$ cat src/rtl/rsna_pkg.sv
`timescale 1ns / 1ps
`default_nettype none
// ----------------------------------------------------------------------------
// rsna_pkg
// Shared types and constants for the rds station name assembler.
// ----------------------------------------------------------------------------
package rsna_pkg;

    localparam int NAME_CHARS = 8;
    localparam int CHAR_W     = 8;
    localparam int BLOCK_W    = 16;
    localparam int SEG_W      = 2;
    localparam int CFG_IDX_W  = 2;
    localparam int CFG_DATA_W = 16;

    localparam logic [CHAR_W-1:0] SPACE_CHAR = 8'h20;
    localparam logic [CHAR_W-1:0] PRINT_LO   = 8'h20;
    localparam logic [CHAR_W-1:0] PRINT_HI   = 8'h7E;

    localparam logic [CFG_IDX_W-1:0] REG_DBUF_EN = 2'd0;
    localparam logic [CFG_IDX_W-1:0] REG_TYPE_MK = 2'd1;
    localparam logic [CFG_IDX_W-1:0] REG_CODE_0A = 2'd2;
    localparam logic [CFG_IDX_W-1:0] REG_CODE_0B = 2'd3;

    localparam logic [BLOCK_W-1:0] RST_TYPE_MK = 16'hF800;
    localparam logic [BLOCK_W-1:0] RST_CODE_0A = 16'h0000;
    localparam logic [BLOCK_W-1:0] RST_CODE_0B = 16'h0800;

    localparam logic OP_GROUP = 1'b0;
    localparam logic OP_CLEAR = 1'b1;

    typedef struct packed {
        logic               opcode;
        logic [BLOCK_W-1:0] block_b;
        logic [BLOCK_W-1:0] block_d;
    } t_in_item;

    typedef struct packed {
        logic [NAME_CHARS*CHAR_W-1:0] station_name;
        logic                         group_accepted;
    } t_out_item;

    typedef struct packed {
        logic              en;
        logic              clear;
        logic              write;
        logic              dbuf;
        logic [CHAR_W-1:0] chr;
    } t_lane_ctl;

    typedef logic [NAME_CHARS-1:0][CHAR_W-1:0] t_name_arr;

endpackage : rsna_pkg
`default_nettype wire

$ cat src/rtl/rds_station_name_assembler.sv
`timescale 1ns / 1ps
`default_nettype none
// ----------------------------------------------------------------------------
// rds_station_name_assembler
// Assembles the eight-character RDS station name from 0A/0B groups.
//
//  channel | handshake              | payload
//  --------+------------------------+---------------------------------------
//  in      | i_in_valid / o_in_stall   | i_in_data  (opcode, block_b, block_d)
//  out     | o_out_valid / i_out_stall | o_out_data (station_name, accepted)
//  cfg     | i_cfg_valid / o_cfg_ready | i_cfg_index, i_cfg_data
//
// one item per cycle unless o_in_stall is high, one result per item
// the eight lanes update in the cycle of acceptance, results sit in an
// output register backed by a one-item skid stage
// o_in_stall rises only when both output register and skid stage are full
// reset sets the name stores to spaces and the registers to defaults
// ----------------------------------------------------------------------------
module rds_station_name_assembler (
    input  wire logic                             i_clk,
    input  wire logic                             i_rst_n,
    input  wire logic                             i_in_valid,
    output logic                                  o_in_stall,
    input  wire rsna_pkg::t_in_item               i_in_data,
    output logic                                  o_out_valid,
    input  wire logic                             i_out_stall,
    output rsna_pkg::t_out_item                   o_out_data,
    input  wire logic                             i_cfg_valid,
    output logic                                  o_cfg_ready,
    input  wire logic [rsna_pkg::CFG_IDX_W-1:0]   i_cfg_index,
    input  wire logic [rsna_pkg::CFG_DATA_W-1:0]  i_cfg_data
);
    import rsna_pkg::*;

    logic               r_dbuf;
    logic [BLOCK_W-1:0] r_type_mk, r_code_0a, r_code_0b;
    logic               full, acc, is_group, grp_ok;
    logic [BLOCK_W-1:0] masked;
    logic [SEG_W-1:0]   seg;
    t_lane_ctl          lane_ctl [NAME_CHARS];
    t_name_arr          next_chars;

    assign o_cfg_ready = 1'b1;

    always_ff @(posedge i_clk) begin
        if (!i_rst_n) begin
            r_dbuf    <= 1'b1;
            r_type_mk <= RST_TYPE_MK;
            r_code_0a <= RST_CODE_0A;
            r_code_0b <= RST_CODE_0B;
        end else if (i_cfg_valid) begin
            unique case (i_cfg_index)
                REG_DBUF_EN: r_dbuf    <= i_cfg_data[0];
                REG_TYPE_MK: r_type_mk <= i_cfg_data;
                REG_CODE_0A: r_code_0a <= i_cfg_data;
                REG_CODE_0B: r_code_0b <= i_cfg_data;
                default: ;
            endcase
        end
    end

    assign o_in_stall = full;
    assign acc        = i_in_valid && !full;
    assign is_group   = (i_in_data.opcode == OP_GROUP);
    assign masked     = i_in_data.block_b & r_type_mk;
    assign grp_ok     = is_group && ((masked == r_code_0a) || (masked == r_code_0b));
    assign seg        = i_in_data.block_b[SEG_W-1:0];

    genvar g;
    generate
        for (g = 0; g < NAME_CHARS; g++) begin : g_lane
            always_comb begin
                lane_ctl[g].en    = acc;
                lane_ctl[g].clear = (i_in_data.opcode == OP_CLEAR);
                lane_ctl[g].write = grp_ok && (seg == SEG_W'(g / 2));
                lane_ctl[g].dbuf  = r_dbuf;
                lane_ctl[g].chr   = ((g % 2) == 0) ? i_in_data.block_d[BLOCK_W-1 -: CHAR_W]
                                                   : i_in_data.block_d[CHAR_W-1:0];
            end

            rsna_lane u_lane (
                .i_clk       (i_clk),
                .i_rst_n     (i_rst_n),
                .i_ctl       (lane_ctl[g]),
                .o_next_conf (next_chars[g])
            );
        end
    endgenerate

    rsna_merge u_merge (
        .i_clk       (i_clk),
        .i_rst_n     (i_rst_n),
        .i_push      (acc),
        .i_chars     (next_chars),
        .i_accepted  (grp_ok),
        .o_full      (full),
        .o_out_valid (o_out_valid),
        .i_out_stall (i_out_stall),
        .o_out_data  (o_out_data)
    );

endmodule : rds_station_name_assembler
`default_nettype wire

$ cat src/rtl/rsna_lane.sv
`timescale 1ns / 1ps
`default_nettype none
// ----------------------------------------------------------------------------
// rsna_lane
// One name position: holds the confirmed and candidate character.
// ----------------------------------------------------------------------------
module rsna_lane (
    input  wire logic                      i_clk,
    input  wire logic                      i_rst_n,
    input  wire rsna_pkg::t_lane_ctl       i_ctl,
    output logic [rsna_pkg::CHAR_W-1:0]    o_next_conf
);
    import rsna_pkg::*;

    logic [CHAR_W-1:0] r_conf, r_cand;
    logic [CHAR_W-1:0] n_conf, n_cand;
    logic              printable;

    assign printable = (i_ctl.chr >= PRINT_LO) && (i_ctl.chr <= PRINT_HI);

    always_comb begin
        n_conf = r_conf;
        n_cand = r_cand;
        if (i_ctl.clear) begin
            n_conf = SPACE_CHAR;
            n_cand = SPACE_CHAR;
        end else if (i_ctl.write) begin
            if (r_cand == i_ctl.chr) begin
                n_conf = i_ctl.chr;
            end else if (printable) begin
                if (i_ctl.dbuf) begin
                    n_cand = i_ctl.chr;
                end else begin
                    n_conf = i_ctl.chr;
                end
            end
        end
    end

    always_ff @(posedge i_clk) begin
        if (!i_rst_n) begin
            r_conf <= SPACE_CHAR;
            r_cand <= SPACE_CHAR;
        end else if (i_ctl.en) begin
            r_conf <= n_conf;
            r_cand <= n_cand;
        end
    end

    assign o_next_conf = n_conf;

endmodule : rsna_lane
`default_nettype wire

$ cat src/rtl/rsna_merge.sv
`timescale 1ns / 1ps
`default_nettype none
// ----------------------------------------------------------------------------
// rsna_merge
// Packs the lane characters into one result item; output register plus skid.
// ----------------------------------------------------------------------------
module rsna_merge (
    input  wire logic                 i_clk,
    input  wire logic                 i_rst_n,
    input  wire logic                 i_push,
    input  wire rsna_pkg::t_name_arr  i_chars,
    input  wire logic                 i_accepted,
    output logic                      o_full,
    output logic                      o_out_valid,
    input  wire logic                 i_out_stall,
    output rsna_pkg::t_out_item       o_out_data
);
    import rsna_pkg::*;

    t_out_item new_item;
    t_out_item r_out, r_skd;
    logic      r_out_vld, r_skd_vld;
    logic      out_free;

    always_comb begin
        new_item.group_accepted = i_accepted;
        for (int i = 0; i < NAME_CHARS; i++) begin
            new_item.station_name[(NAME_CHARS-1-i)*CHAR_W +: CHAR_W] = i_chars[i];
        end
    end

    assign out_free = !r_out_vld || !i_out_stall;

    always_ff @(posedge i_clk) begin
        if (!i_rst_n) begin
            r_out_vld <= 1'b0;
            r_skd_vld <= 1'b0;
        end else if (out_free) begin
            r_out_vld <= r_skd_vld || i_push;
            r_skd_vld <= 1'b0;
        end else if (i_push) begin
            r_skd_vld <= 1'b1;
        end
    end

    always_ff @(posedge i_clk) begin
        if (out_free) begin
            r_out <= r_skd_vld ? r_skd : new_item;
        end else if (i_push) begin
            r_skd <= new_item;
        end
    end

    assign o_full      = r_skd_vld;
    assign o_out_valid = r_out_vld;
    assign o_out_data  = r_out;

endmodule : rsna_merge
`default_nettype wire
$ cat config.mk
export PLATFORM = sky130hd
export DESIGN_NAME = rds_station_name_assembler
export DESIGN_NICKNAME = d
export VERILOG_FILES = /design/src/rtl/rsna_pkg.sv /design/src/rtl/rds_station_name_assembler.sv /design/src/rtl/rsna_lane.sv /design/src/rtl/rsna_merge.sv
export SDC_FILE = /design/constraint.sdc
export NUM_CORES = 1
export LEC_CHECK = 0
export BUFFER_PORTS_ARGS = -buffer_cell sky130_fd_sc_hd__buf_2
export CELL_PAD_IN_SITES_DETAIL_PLACEMENT = 0
export CELL_PAD_IN_SITES_GLOBAL_PLACEMENT = 2
export CORE_MARGIN = 4
export CORE_UTILIZATION = 35
export DETAILED_ROUTE_END_ITERATION = 7
export GPL_TIMING_DRIVEN = 0
export HOLD_SLACK_MARGIN = 0.15
export PLACE_DENSITY = 0.69
export SYNTH_ARGS = -nofsm -noshare
export SYNTH_HDL_FRONTEND = slang
export SYNTH_SLANG_ARGS = --single-unit
$ cat constraint.sdc
create_clock -name i_clk -period 11.3 [get_ports i_clk]
set_input_delay 1.13 -clock i_clk [delete_from_list [all_inputs] [get_ports i_clk]]
set_output_delay 1.13 -clock i_clk [all_outputs]
set_load 0.01 [all_outputs]
== Word level (Yosys, flattened, before mapping) ==
Index checks and enable logic that the tools add are counted.

* Input bits: 56
* Flip-flop bits (word level): 309
* Logic and storage cells: 164
* Output and inout port bits: 68

* Order comparisons: 4
* Equality and inequality tests: 24
* Multiplexer cells: 69
* Reduce and logical (&&, ||, !) cells: 37
* Bitwise gates (word level): 4

{| class="wikitable"
|+ Operator list
! operator !! count
|-
| two-way mux 8 bit || 68
|-
| two-way mux 65 bit || 1
|-
| equality test 8 bit || 8
|-
| AND reduction 5 bit || 8
|-
| equality test 16 bit || 2
|-
| AND 16 bit || 1
|-
| greater-or-equal comparator 8 x 6 -> 1 bit, second input constant || 2
|-
| <= comparator 8 x 7 -> 1 bit, second input constant || 2
|-
| inequality test 2 bit, second input constant || 8
|-
| nonzero test 2 bit || 7
|-
| AND reduction 2 bit || 5
|-
| equality test 2 bit, second input constant || 4
|-
| logical AND 1 bit || 8
|-
| equality test 2 x 1 -> 1 bit, second input constant || 2
|-
| logical NOT 2 bit || 2
|-
| logical NOT 1 bit || 3
|-
| logical OR 1 bit || 3
|-
| NOT 1 bit || 3
|-
| OR reduction 2 bit || 1
|}

== Depth between registers and ports, before layout ==
Gate-level depths: netlist of run 1.

* Word-level depth: 8
* Depth in mapped cells: 10
* Mapped depth without buffers: 7

== Hierarchy ==
Synthesis of run 1 repeated with hierarchy kept, for this count alone.

* Cell total of the unflattened synthesis: 1321
* Area, all modules: 14098.5 sq um

{| class="wikitable"
|+ Modules (own cells, without submodules)
! module !! times used !! cells each !! area each (sq um) !! seq. area each (sq um)
|-
| rsna_lane || 8 || 103 || 875.8 || 320.3
|-
| rsna_merge || 1 || 209 || 4775.8 || 3943.8
|-
| rds_station_name_assembler || 1 || 288 || 2316.0 || 980.9
|}

== Least setup slack after synthesis of run 1 ==
OpenSTA, ideal clock, no wires.

* Path kind: input port to flip-flop
* Start point: input port i_out_stall
* End point: register u_merge.r_skd[0] (netlist bit) (enable)
* Setup time: 489 ps
* Buffers on the path: 0
* Required time: 10811 ps
* Arrival: 5517 ps
* Stages: 2
* Slack: 5295 ps
* Cells stage by stage: nand2_1 -> nor2_1

* Longest elaborated chain between the ends: 4

{| class="wikitable"
|+ Ends and longest elaborated chain
! item !! RTL line !! RTL
|-
| from (decl) || rds_station_name_assembler.sv:26 || <nowiki>input wire logic i_out_stall,</nowiki>
|-
| logical NOT 1 bit || rsna_merge.sv:32 || <nowiki>assign out_free = !r_out_vld || !i_out_stall;</nowiki>
|-
| logical OR 1 bit || rsna_merge.sv:32 ||
|-
| NOT 1 bit (no line) || n/a ||
|-
| AND reduction 2 bit (no line) || n/a ||
|-
| to (signal assigned) || rsna_merge.sv:50 || <nowiki>r_skd <= new_item;</nowiki>
|-
| to (decl) || rsna_merge.sv:21 || <nowiki>t_out_item r_out, r_skd;</nowiki>
|}

Every way passes these cells.
A chain may end at the register's enable or synchronous reset.

== Final worst setup path of run 1 ==
* Start point: input port i_in_data[0] (netlist bit)
* End point: register u_merge.r_out (netlist bit u_merge.o_out_data[56]) (data pin)

* Longest elaborated chain between the ends: 7
* Elaborated cells on any way between the ends: 9
* Those cells by class: order compare (2); eq/ne (1); mux (5); reduce/logical (1)

{| class="wikitable"
|+ Ends and longest elaborated chain
! item !! RTL line !! RTL
|-
| from (decl) || rds_station_name_assembler.sv:24 || <nowiki>input wire rsna_pkg::t_in_item i_in_data,</nowiki>
|-
| greater-or-equal comparator 8 x 6 -> 1 bit or <= comparator 8 x 7 -> 1 bit (tied branches) || rsna_lane.sv:19 || <nowiki>assign printable = (i_ctl.chr >= PRINT_LO) && (i_ctl.chr <= PRINT_HI);</nowiki>
|-
| logical AND 1 bit || rsna_lane.sv:19 ||
|-
| two-way mux 8 bit || rsna_lane.sv:30 || <nowiki>end else if (printable) begin</nowiki>
|-
| two-way mux 8 bit * || rsna_lane.sv:28 || <nowiki>if (r_cand == i_ctl.chr) begin</nowiki>
|-
| two-way mux 8 bit * || rsna_lane.sv:27 || <nowiki>end else if (i_ctl.write) begin</nowiki>
|-
| two-way mux 8 bit * || rsna_lane.sv:24 || <nowiki>if (i_ctl.clear) begin</nowiki>
|-
| two-way mux 65 bit * || rsna_merge.sv:48 || <nowiki>r_out <= r_skd_vld ? r_skd : new_item;</nowiki>
|-
| to (signal assigned) || rsna_merge.sv:48 ||
|-
| to (decl) || rsna_merge.sv:21 ||
|}

Mark *: on every way between the ends. The rest lies on a longest branch, timed or not.

==> flow_metrics.py, run 1 <==
metrics = {
    "timing": {
        "drv_slew": 0,
        "fin_skew_ps": 29.88,
        "worstMarginPinSlew_ps": 1157,
        "grt_setup_unrepaired": "false",
        "setup_viol": 0,
        "tns_ps": 0,
        "min_period_ps": 4106,
        "max_clock_freq_ghz": 0.2436,
        "slew_headroom_pct": 22.65,
        "timing.final.crit_share_pct": 36.34,
        "hold_violations": 0,
    },
    "worst_hold_path": {
        "hp-start": "g_lane[1].u_lane.r_cand[7]",
        "hold_class": "flop to flop",
    },
    "critical_path": {
        "arrival_ps": 4390,
        "cp-end-kind": "flop",
        "timing.rr.start": "r_type_mk[9]",
        "cp_max_fo": 10,
        "required_ps": 11590,
        "setup.worst_path.start_class": "primary input",
        "critPathKind": "primary input to flop",
        "critPathLaunch": "i_in_data[0]",
    },
    "power": {
        "ir_drop_mv": 0.08836,
        "pwr-share-comb_pct": 6.6,
        "clock_power_share_pct": 47.2,
        "p_leak_nw": 6.289,
        "seqPwrFrac_pct": 46.2,
        "swShare_pct": 23.57,
        "p_int_mw": 1.970,
        "p_switching_mw": 0.6077,
        "power-per-cell-area_nw_per_um2": 160.3,
    },
    "yosys": {
        "netlist_area_sq_um": 13530,
        "post_synth_num_cell_types": 65,
        "ys.warnings.count": 0,
        "syn_nets": 1389,
        "syn_avg_cell_area_sq_um": 10.15,
        "ys_async_sr_fraction_pct": 0,
        "ys_seq_area_share_pct": 55.33,
        "netlist_instances": 1333,
        "synth_edf_count": 130,
        "synth_flop_cell": "dfxtp_1",
        "synth_seq_cells": 309,
    },
    "layout": {
        "final_core_util_pct": 42.41,
        "layout.area.seq_sq_um": 7487,
        "syn_to_final_growth_pct": 18.88,
        "drive_gt1_share_pct": 14.00,
        "final_area_sq_um": 16090,
        "antennaDiodeCount": 0,
        "nets": 1549,
        "n_fill_cell": 3771,
        "multi_input_area_sq_um": 5594,
    },
    "clock_tree": {
        "clk_latency_ps": 560,
        "h-tree-depth": 2,
        "clkTransAtPathRegs_ps": 50,
        "cts_setup_buffers": 0,
        "ctsLongestPathBuffers": 3,
        "cts-root-buf": "clkbuf_16",
        "cts_resized": 0,
        "cts.sinks": 309,
        "cts_tree": "yes",
        "cts_buffers": 37,
        "hold_buffers": 0,
    },
    "floorplan": {
        "io_pins": 124,
        "coreArea_sq_um": 37930,
        "die_x_um": 204.6,
        "die_height_um": 204.6,
        "rows": 71,
        "die_area_sq_um": 41880,
        "initial_core_util_pct": 35.68,
    },
    "drt": {
        "firstDrtPassIters": 4,
        "wl_per_cell_um": 19.75,
        "drc": 0,
        "wl_mm": 40.14,
        "vias": 10050,
        "via_per_inst": 4.948,
        "drt_iter0_markers": 513,
        "ant_nets": 0,
    },
    "global_route": {
        "grt_pass1_vias": 10060,
        "antenna_found_initial": 3,
        "grt_first_pass_wirelength_mm": 61.51,
        "grt.overflow.total": 0,
        "track_usage_pct": 19.19,
        "grt_max_degree": 69,
    },
    "job": {
        "cap_violations": 0,
    },
    "placement": {
        "port_buffers": 119,
        "place_area_sq_um": 14830,
        "hpwl_mm": 29.21,
        "gp_congestion": 0.7935,
    },
    "outcome": {
        "status": "finished, final reports clean",
    },
}
-- path summary, 6_finish.rpt --
path	to	slack, ps	cells after the start
max	u_merge.o_out_data[56]	7190	10
min	g_lane[1].u_lane.r_cand[7]	440	2
min reg2reg	g_lane[1].u_lane.r_cand[7]	440	2
max reg2reg	u_merge.o_out_data[1]	7920	9
-- through the flow --
stage          power (mW)  setup slack [ps]  instances  hold WS, ps
6_report            2.578              7194       2032        438.2
5_1_grt             2.680              6983       2032        456.1
4_1_cts             2.617              7208       2032        440.7
3_5_place_dp        1.389              6647       1965        432.1
3_3_place_gp        1.389              2771       1963        431.0
2_1_floorplan       1.311              5295       1333        421.4
-- logic make-up after synthesis --
| kind of cell | Yosys count | share of synthesized area [%] |
|---|---|---|
| buffers and inverters | 120 | 3.449 |
| muxes | 113 | 8.358 |
| other | 1 | 0.02771 |
| DFF | 309 | 55.33 |
| and+or+nand+nor | 462 | 15.37 |
| xor gates and xnor gates | 96 | 6.213 |
| AOI/OAI and AO/OA | 232 | 11.26 |
-- sequential cells by signal, indices dropped and copies added (netlist names) --
signal and flops:
r_code_0b 16, u_merge.o_full 1, g_lane.u_lane.r_cand 64, u_merge.o_out_valid 1, r_type_mk 16, u_merge.o_out_data 65
g_lane.u_lane.r_conf 64, r_code_0a 16, r_dbuf 1, u_merge.r_skd 65
-- critical path: stages --
cell and delay (ps):
buf_2 110, buf_1 570, xor2_1 140, nor4_1 590, a21oi_1 180, nor2_1 190
o211ai_1 470, clkbuf_1 450, o2bb2ai_1 290, a22o_1 250
-- synth_stat cells, drive strengths merged, types with 4 or more instances --
library cell	count	area, sq um
a21oi	51	255.2
a2bb2oi	11	96.34
a32o	6	60.06
and2	4	25.02
and3	8	50.05
buf	25	110.1
clkbuf	62	232.7
dfxtp	179	3583
edfxtp	130	3904
inv	33	123.9
mux2i	113	1131
nand2	269	1012
nand2b	12	75.07
nand3	15	75.07
nand4	24	162.7
nor2	96	365.3
nor3	4	42.54
nor4	14	153.9
o211ai	8	70.06
o21ai	81	416.7
o22ai	20	125.1
o2bb2ai	8	70.07
o311ai	15	131.4
or2	4	25.02
xnor2	32	280.3
xor2	64	560.5
-- cells in the final DEF, fill, tap and decap left out, types with 8 or more instances in the layout --
cell type,synthesis,layout
o22ai_1,20,20
clkbuf_1,62,67
clkbuf_16,0,39
inv_1,33,33
nand2_1,268,267
xor2_1,64,64
dfxtp_1,179,179
buf_1,16,16
xnor2_1,32,32
nand3_1,15,15
o21ai_0,75,75
o2bb2ai_1,8,8
o311ai_0,15,15
nand2b_1,12,12
buf_2,7,126
a2bb2oi_1,11,11
nor2_1,94,93
and3_1,8,8
edfxtp_1,130,130
nor4_1,9,9
mux2i_1,113,113
a21oi_1,51,51
nand4_1,22,22
-- power by group through the flow --
stage | Combinational, mW | Clock, mW | Sequential (mW)
global route | 0.187 | 1.30 | 1.19
detailed placement | 0.174 | 0 | 1.22
floorplan | 0.0885 | 0 | 1.22
CTS | 0.174 | 1.25 | 1.19
finish | 0.171 | 1.22 | 1.19
global placement | 0.173 | 0 | 1.22
-- area by class of cell --
class	count	area share, %
Buffer	87	2.131
Inverter	33	0.7700
Clock buffer	50	6.696
Tap cell	511	3.974
Sequential cell	309	46.54
Timing Repair Buffer	121	3.998
Multi-Input combinational cell	904	34.77
Clock inverter	17	1.120
-- routing by layer --
layer	GRT usage, %	vias to the layer above	wire length (um)
met4	4.451	6	742
met2	33.01	203	19360
met1	24.95	4778	18100
li1	-	5011	-
met3	3.973	56	1907
met5	0	-	39
Note: power is estimated with default switching activity, not from simulation.
==> run 2, diff against run 1 <==
--- a/config.mk
+++ b/config.mk
@@ -5,15 +5,16 @@
 export SDC_FILE = /design/constraint.sdc
 export NUM_CORES = 1
 export LEC_CHECK = 0
+export ABC_AREA = 1
 export BUFFER_PORTS_ARGS = -buffer_cell sky130_fd_sc_hd__buf_2
 export CELL_PAD_IN_SITES_DETAIL_PLACEMENT = 0
 export CELL_PAD_IN_SITES_GLOBAL_PLACEMENT = 2
 export CORE_MARGIN = 4
-export CORE_UTILIZATION = 35
+export CORE_UTILIZATION = 32
 export DETAILED_ROUTE_END_ITERATION = 7
 export GPL_TIMING_DRIVEN = 0
 export HOLD_SLACK_MARGIN = 0.15
-export PLACE_DENSITY = 0.69
+export PLACE_DENSITY = 0.73
 export SYNTH_ARGS = -nofsm -noshare
 export SYNTH_HDL_FRONTEND = slang
 export SYNTH_SLANG_ARGS = --single-unit
==> constraint.sdc (replaced) <==
create_clock -name i_clk -period 3.3 [get_ports i_clk]
set_input_delay 0.33 -clock i_clk [delete_from_list [all_inputs] [get_ports i_clk]]
set_output_delay 0.33 -clock i_clk [all_outputs]
set_load 0.01 [all_outputs]
==> run 2 against run 1 <==
Effect of this change:
- the run now ends with max-capacitance violations left
- sequential power grew to 3.6 times the previous value
- die area is 32% higher
- total power grew to 3.9 times the previous value
- clock power grew to 3.5 times the previous value
- critical endpoint is now u_merge.r_skd[51]
- largest cell class is now multi-input combinational cells
==> flow_metrics.py, run 2 <==
metrics = {
    "clock_tree": {
        "cts_tree": "yes",
        "cts.sinks": 309,
        "h-tree-depth": 2,
        "cts-root-buf": "clkbuf_16",
        "cts_buffers": 38,
        "cts_setup_buffers": 0,
        "clkTransAtPathRegs_ps": 60,
        "clk_latency_ps": 560,
        "ctsLongestPathBuffers": 3,
    },
    "yosys": {
        "ys_seq_area_share_pct": 45.44,
        "synth_top_cell_area_share_pct": 23.69,
        "synth.largest_area_cell": "edfxtp_1",
        "ys.warnings.count": 0,
        "yosysMostFrequentCell": "nand2_1",
        "post_synth_num_cell_types": 31,
        "synth_seq_cells": 309,
        "synthTopCellsByArea": "edfxtp_1 (24%), dfxtp_1 (22%), nand2_1 (15%), nand3_1 (7.9%), inv_1 (4.5%)",
        "syn_avg_cell_area_sq_um": 7.262,
        "synth_common_cells": "nand2_1 (678), nand3_1 (261), inv_1 (198)",
        "synth_edf_count": 130,
        "netlist_instances": 2269,
        "synth_flop_cell": "dfxtp_1",
        "netlist_area_sq_um": 16480,
        "syn_nets": 2325,
        "ys_async_sr_fraction_pct": 0,
    },
    "floorplan": {
        "die_height_um": 234.9,
        "die_area_sq_um": 55190,
        "die_x_um": 234.9,
        "rows": 82,
        "io_pins": 124,
        "initial_core_util_pct": 32.58,
        "coreArea_sq_um": 50580,
    },
    "placement": {
        "gp_congestion": 0.8545,
        "hpwl_mm": 45.40,
        "port_buffers": 103,
        "place_area_sq_um": 17870,
    },
    "global_route": {
        "grt_pass1_vias": 14850,
        "track_usage_pct": 21.69,
        "grt_first_pass_wirelength_mm": 93.05,
        "grt_max_degree": 70,
        "grt_use_met3_pct": 3.682,
        "grt_util_met2_pct": 34.81,
        "use_met1_pct": 29.90,
        "antenna_found_initial": 5,
        "grt_busiest_layer": "met2",
        "grt.overflow.total": 0,
    },
    "drt": {
        "drc": 0,
        "wl_mm": 62.05,
        "vias": 15610,
        "ant_nets": 0,
        "via_per_inst": 4.979,
        "firstDrtPassIters": 6,
        "wl_per_cell_um": 19.79,
        "drt_iter0_markers": 1110,
    },
    "power": {
        "power-per-cell-area_nw_per_um2": 519.4,
        "ir_drop_mv": 0.3504,
        "p_leak_nw": 8.896,
    },
    "worst_hold_path": {
        "hp-start": "g_lane[6].u_lane.r_cand[7]",
        "hold_class": "flop to flop",
    },
    "outcome": {
        "status": "finished, violations left",
        "violations": "max-capacitance violations",
    },
    "layout": {
        "antennaDiodeCount": 0,
        "final_area_sq_um": 19340,
        "layout.area.seq_sq_um": 7487,
        "syn_to_final_growth_pct": 17.35,
        "drive_gt1_share_pct": 11.86,
        "final_core_util_pct": 38.23,
        "layout_commonest_cell": "nand2_1",
        "nets": 2490,
        "final_cell_mix": "nand2_1 (677), nand3_1 (261), inv_1 (198), dfxtp_1 (179), nor2_1 (177)",
        "multi_input_area_sq_um": 7533,
        "n_fill_cell": 5370,
    },
    "critical_path": {
        "r2r-end": "u_merge.r_skd[51]",
        "r2r_slack_ps": 190,
        "setup.worst_path.start_class": "flop",
        "timing.rr.start": "u_merge.o_full",
        "worstRegToRegCells": 6,
        "critPathLaunch": "u_merge.o_full",
        "cp-end-kind": "flop",
        "critPathKind": "flop to flop",
        "arrival_ps": 3340,
        "critPathCapture": "u_merge.r_skd[51]",
        "cp_max_fo": 33,
        "required_ps": 3540,
    },
    "timing": {
        "drv_slew": 0,
        "min_period_ps": 3109,
        "timing.final.crit_share_pct": 94.21,
        "slew_headroom_pct": 0.3815,
        "worstMarginPinSlew_ps": 1489,
        "grt_setup_unrepaired": "false",
        "setup_viol": 0,
        "max_clock_freq_ghz": 0.3217,
        "hold_violations": 0,
        "whs_ps": 451.0,
        "fin_skew_ps": 24.09,
        "tns_ps": 0,
    },
    "job": {
        "cap_violations": 1,
    },
}
[run 2: changes by cell type after synthesis, moves of 53 or more]
cell | before | now
o21ai_1 | 3 | 58
nor2_1 | 94 | 179
a21oi_1 | 51 | 104
nand3_1 | 15 | 261
nand2_1 | 268 | 678
o21ai_0 | 75 | 146
xor2_1 | 64 | 0
inv_1 | 33 | 198
mux2i_1 | 113 | 0
[run 2: worst min-delay path by stage]
stage / to / slack, ps / cells past startpoint
3_3_place_gp: g_lane[2].u_lane.r_cand[7] / 440 / 2
3_5_place_dp: g_lane[6].u_lane.r_cand[7] / 440 / 2
2_1_floorplan: g_lane[2].u_lane.r_cand[7] / 430 / 2
4_1_cts: g_lane[6].u_lane.r_cand[7] / 450 / 2
5_1_grt: g_lane[6].u_lane.r_cand[7] / 470 / 2
6_report: g_lane[6].u_lane.r_cand[7] / 450 / 2
[run 2: critical path, cell delays in order (launching register included)]
cell,delay [ps]
dfxtp_1,310
buf_2,230
nor2_2,660
inv_1,310
clkbuf_1,370
nor2_4,570
buf_12,290
[run 2: through the flow]
step                instances  setup slack (ps)  power (mW)
CTS                      3135             175.5       10.15
floorplan                2269             567.5       5.314
detailed placement       3045            -541.6       5.810
global placement         3044            -964.2       5.795
global route             3135             65.52       10.50
finish                   3135             191.1       10.04
[run 2: timing repair]
action / in CTS / in global routing
endpoints found under the setup margin: 65 / 0
hold buffers: 20 / 0
gates resized for setup: 1 / 0
hold endpoints to repair: 51 / 0
[run 2: layout make-up]
cell class / instances / area share, %
multi-input cells: 1612 / 38.96
flip-flops and latches: 309 / 38.72
clock buffers: 59 / 5.862
well taps: 672 / 4.348
inverters: 219 / 4.251
repair buffers: 124 / 3.805
plain buffers: 130 / 3.410
clock inverters: 10 / 0.6470
[run 2: layer usage]
metal	vias to the layer above	part of all wire (%)
li1	7732	-
met1	7300	45
met2	473	46
met3	103	6.2
met4	2	2.9
met5	-	0.024
[run 2: cell families after synthesis]
group | Yosys count | synth area share (%)
XOR/XNOR | 62 | 3.295
AND/OR/NAND/NOR | 1234 | 32.51
buffers and inverters | 349 | 8.990
other | 1 | 0.02276
flip-flops | 309 | 45.44
AO/OA/AOI/OAI | 314 | 9.742
[run 2: report_power, final]
group | internal (mW) | switching, mW | leakage, nW | total [mW]
clock network | 2.60 | 1.70 | 0.612 | 4.29
logic | 0.462 | 0.983 | 5.50 | 1.45
registers | 4.20 | 0.106 | 2.78 | 4.31
total | 7.26 | 2.78 | 8.90 | 10.0
==> run 3, diff against run 2 <==
--- a/config.mk
+++ b/config.mk
@@ -9,12 +9,14 @@
 export BUFFER_PORTS_ARGS = -buffer_cell sky130_fd_sc_hd__buf_2
 export CELL_PAD_IN_SITES_DETAIL_PLACEMENT = 0
 export CELL_PAD_IN_SITES_GLOBAL_PLACEMENT = 2
+export CORE_ASPECT_RATIO = 1.75
 export CORE_MARGIN = 4
-export CORE_UTILIZATION = 32
+export CORE_UTILIZATION = 35
 export DETAILED_ROUTE_END_ITERATION = 7
 export GPL_TIMING_DRIVEN = 0
 export HOLD_SLACK_MARGIN = 0.15
-export PLACE_DENSITY = 0.73
+export PLACE_DENSITY = 0.76
+export SLEW_MARGIN = 20
 export SYNTH_ARGS = -nofsm -noshare
 export SYNTH_HDL_FRONTEND = slang
 export SYNTH_SLANG_ARGS = --single-unit
==> constraint.sdc (replaced) <==
create_clock -name i_clk -period 3.95 [get_ports i_clk]
set_input_delay 0.395 -clock i_clk [delete_from_list [all_inputs] [get_ports i_clk]]
set_output_delay 0.395 -clock i_clk [all_outputs]
set_load 0.01 [all_outputs]
==> run 3 against run 2 <==
Effect of this change:
- the flow now finishes without violations
- sequential power shrank 16%
- setup slack better by 530 ps
- global-route usage increased by 2.5 points
- total power fell by 22%
- final cell count shrank 3.1%
- clock skew grew 0.67 ps
- clock power down 29%
- sequential cell count stayed put
- critical path depth rose by 1
- sequential share of layout area increased by 0.64 points
- routed wire length hardly changed
- final area down 1.6%
==> flow_metrics.py, run 3 (synthesis results as in run 2) <==
metrics = {
    "layout": {
        "final_cell_mix": "nand2_1 (677), nand3_1 (261), inv_1 (198), dfxtp_1 (179), nor2_1 (176)",
        "syn_to_final_growth_pct": 15.44,
        "stdcell_count": 3039,
        "layout_commonest_cell": "nand2_1",
        "antennaDiodeCount": 0,
        "final_area_sq_um": 19020,
        "final_core_util_pct": 40.67,
        "n_fill_cell": 4958,
        "nets": 2482,
        "drive_gt1_share_pct": 11.79,
    },
    "power": {
        "p_switching_mw": 2.243,
        "swShare_pct": 28.55,
        "power-per-cell-area_nw_per_um2": 412.9,
        "p_leak_nw": 8.796,
        "ir_drop_mv": 0.3356,
        "seqPwrFrac_pct": 45.8,
        "clock_power_share_pct": 38.9,
        "p_int_mw": 5.611,
        "pwr-share-comb_pct": 15.3,
    },
    "global_route": {
        "grt_pass1_vias": 15080,
        "grt_max_degree": 56,
        "track_usage_pct": 24.20,
        "grt_first_pass_wirelength_mm": 93.53,
        "antenna_found_initial": 0,
        "grt.overflow.total": 0,
    },
    "clock_tree": {
        "cts_buffers": 31,
        "clk_latency_ps": 600,
        "cts.sinks": 309,
        "h-tree-depth": 1,
        "cts-root-buf": "clkbuf_16",
        "clkTransAtPathRegs_ps": 60,
        "cts_tree": "yes",
        "cts_setup_buffers": 0,
        "ctsLongestPathBuffers": 3,
    },
    "job": {
        "cap_violations": 0,
    },
    "timing": {
        "setup_viol": 0,
        "grt_setup_unrepaired": "false",
        "whs_ps": 182.9,
        "hold_violations": 0,
        "min_period_ps": 3234,
        "slew_headroom_pct": 30.18,
        "max_clock_freq_ghz": 0.3092,
        "timing.final.crit_share_pct": 81.86,
        "fin_ws_ps": 716.3,
        "worstMarginPinSlew_ps": 1043,
        "fin_skew_ps": 24.76,
        "drv_slew": 0,
    },
    "outcome": {
        "status": "finished, final reports clean",
    },
    "placement": {
        "port_buffers": 103,
        "place_area_sq_um": 17820,
        "gp_congestion": 0.8955,
        "dp.cells": 2963,
        "hpwl_mm": 47.57,
        "dpl_worst_slack_ps": 694.5,
    },
    "floorplan": {
        "coreArea_sq_um": 46770,
        "initial_core_util_pct": 35.23,
        "rows": 105,
        "io_pins": 124,
        "die_x_um": 172.0,
        "die_area_sq_um": 50750,
        "die_height_um": 295.0,
    },
    "critical_path": {
        "required_ps": 4240,
        "critPathKind": "flop to flop",
        "cp-end-kind": "flop",
        "arrival_ps": 3520,
        "setup.worst_path.start_class": "flop",
        "cp_max_fo": 26,
    },
    "drt": {
        "vias": 15520,
        "drc": 0,
        "ant_nets": 0,
        "wl_per_cell_um": 20.41,
        "drt_iter0_markers": 1023,
        "via_per_inst": 5.106,
        "wl_mm": 62.03,
        "firstDrtPassIters": 7,
    },
    "worst_hold_path": {
        "hold_class": "primary input to flop",
    },
}
run 3: cell types whose count changed in the layout (fill, tap and decap cells not counted), sizes merged:
cell | before | now
dlygate4sd3 | 20 | 18
buf | 178 | 180
inv | 214 | 215
clkbuf | 115 | 98
nor2 | 199 | 198
clkinvlp | 1 | 2
clkinv | 11 | 15
run 3: area by class of cell:
class                      count  area [sq um]  share of cell area, %
buffer                       130         659.4                  3.466
clock buffer                  42         857.1                  4.506
clock inverter                16         167.7                 0.8814
inverter                     219         822.0                  4.322
multi-input combinational   1611          7530                  39.58
sequential                   309          7487                  39.36
tap                          588         735.7                  3.868
timing repair buffer         124         763.2                  4.012
run 3: critical path, stage by stage (launching register included):
cell	delay (ps)
dfxtp_1	310
buf_2	230
nor2_2	660
inv_1	290
clkbuf_1	380
nor2_4	550
buf_12	250
buf_12	200
run 3: final timing paths:
kind,to,start,slack [ps],cells past startpoint
max,u_merge.r_skd[63],u_merge.o_full,720,7
min,r_dbuf,i_cfg_index[1],180,4
max reg2reg,u_merge.r_skd[63],u_merge.o_full,720,7
min reg2reg,g_lane[2].u_lane.r_cand[7],g_lane[2].u_lane.r_cand[7],460,2
run 3: repair_timing:
| item | 4_1_cts | 5_1_grt |
|---|---|---|
| gates resized for setup | 0 | 0 |
| hold buffers | 18 | 0 |
| endpoints found under the hold margin | 51 | 0 |
run 3: routing by layer:
metal  vias to the layer above  part of all wire [%]  wire, um  global-route usage (%)
met1                      7265                    39     24230                   28.22
met2                       428                    53     32860                   45.28
met3                       120                   3.8      2362                   2.261
met4                         0                   4.2      2575                   8.922
met5                         -                     0         0                       0
li1                       7705                     -         -                       -
run 3: through the flow:
stage / setup TNS, ps / power [mW]
finish: 0 / 7.853
global route: 0 / 8.230
CTS: 0 / 7.948
detailed placement: 0 / 4.864
global placement: -91360 / 4.845
floorplan: 0 / 4.439
run 3: power by group through the flow:
stage,Combinational [mW],Sequential (mW),Clock (mW)
2_1_floorplan,0.760,3.68,0
3_3_place_gp,1.18,3.66,0
3_5_place_dp,1.20,3.66,0
4_1_cts,1.22,3.60,3.14
5_1_grt,1.36,3.61,3.26
6_report,1.21,3.60,3.05
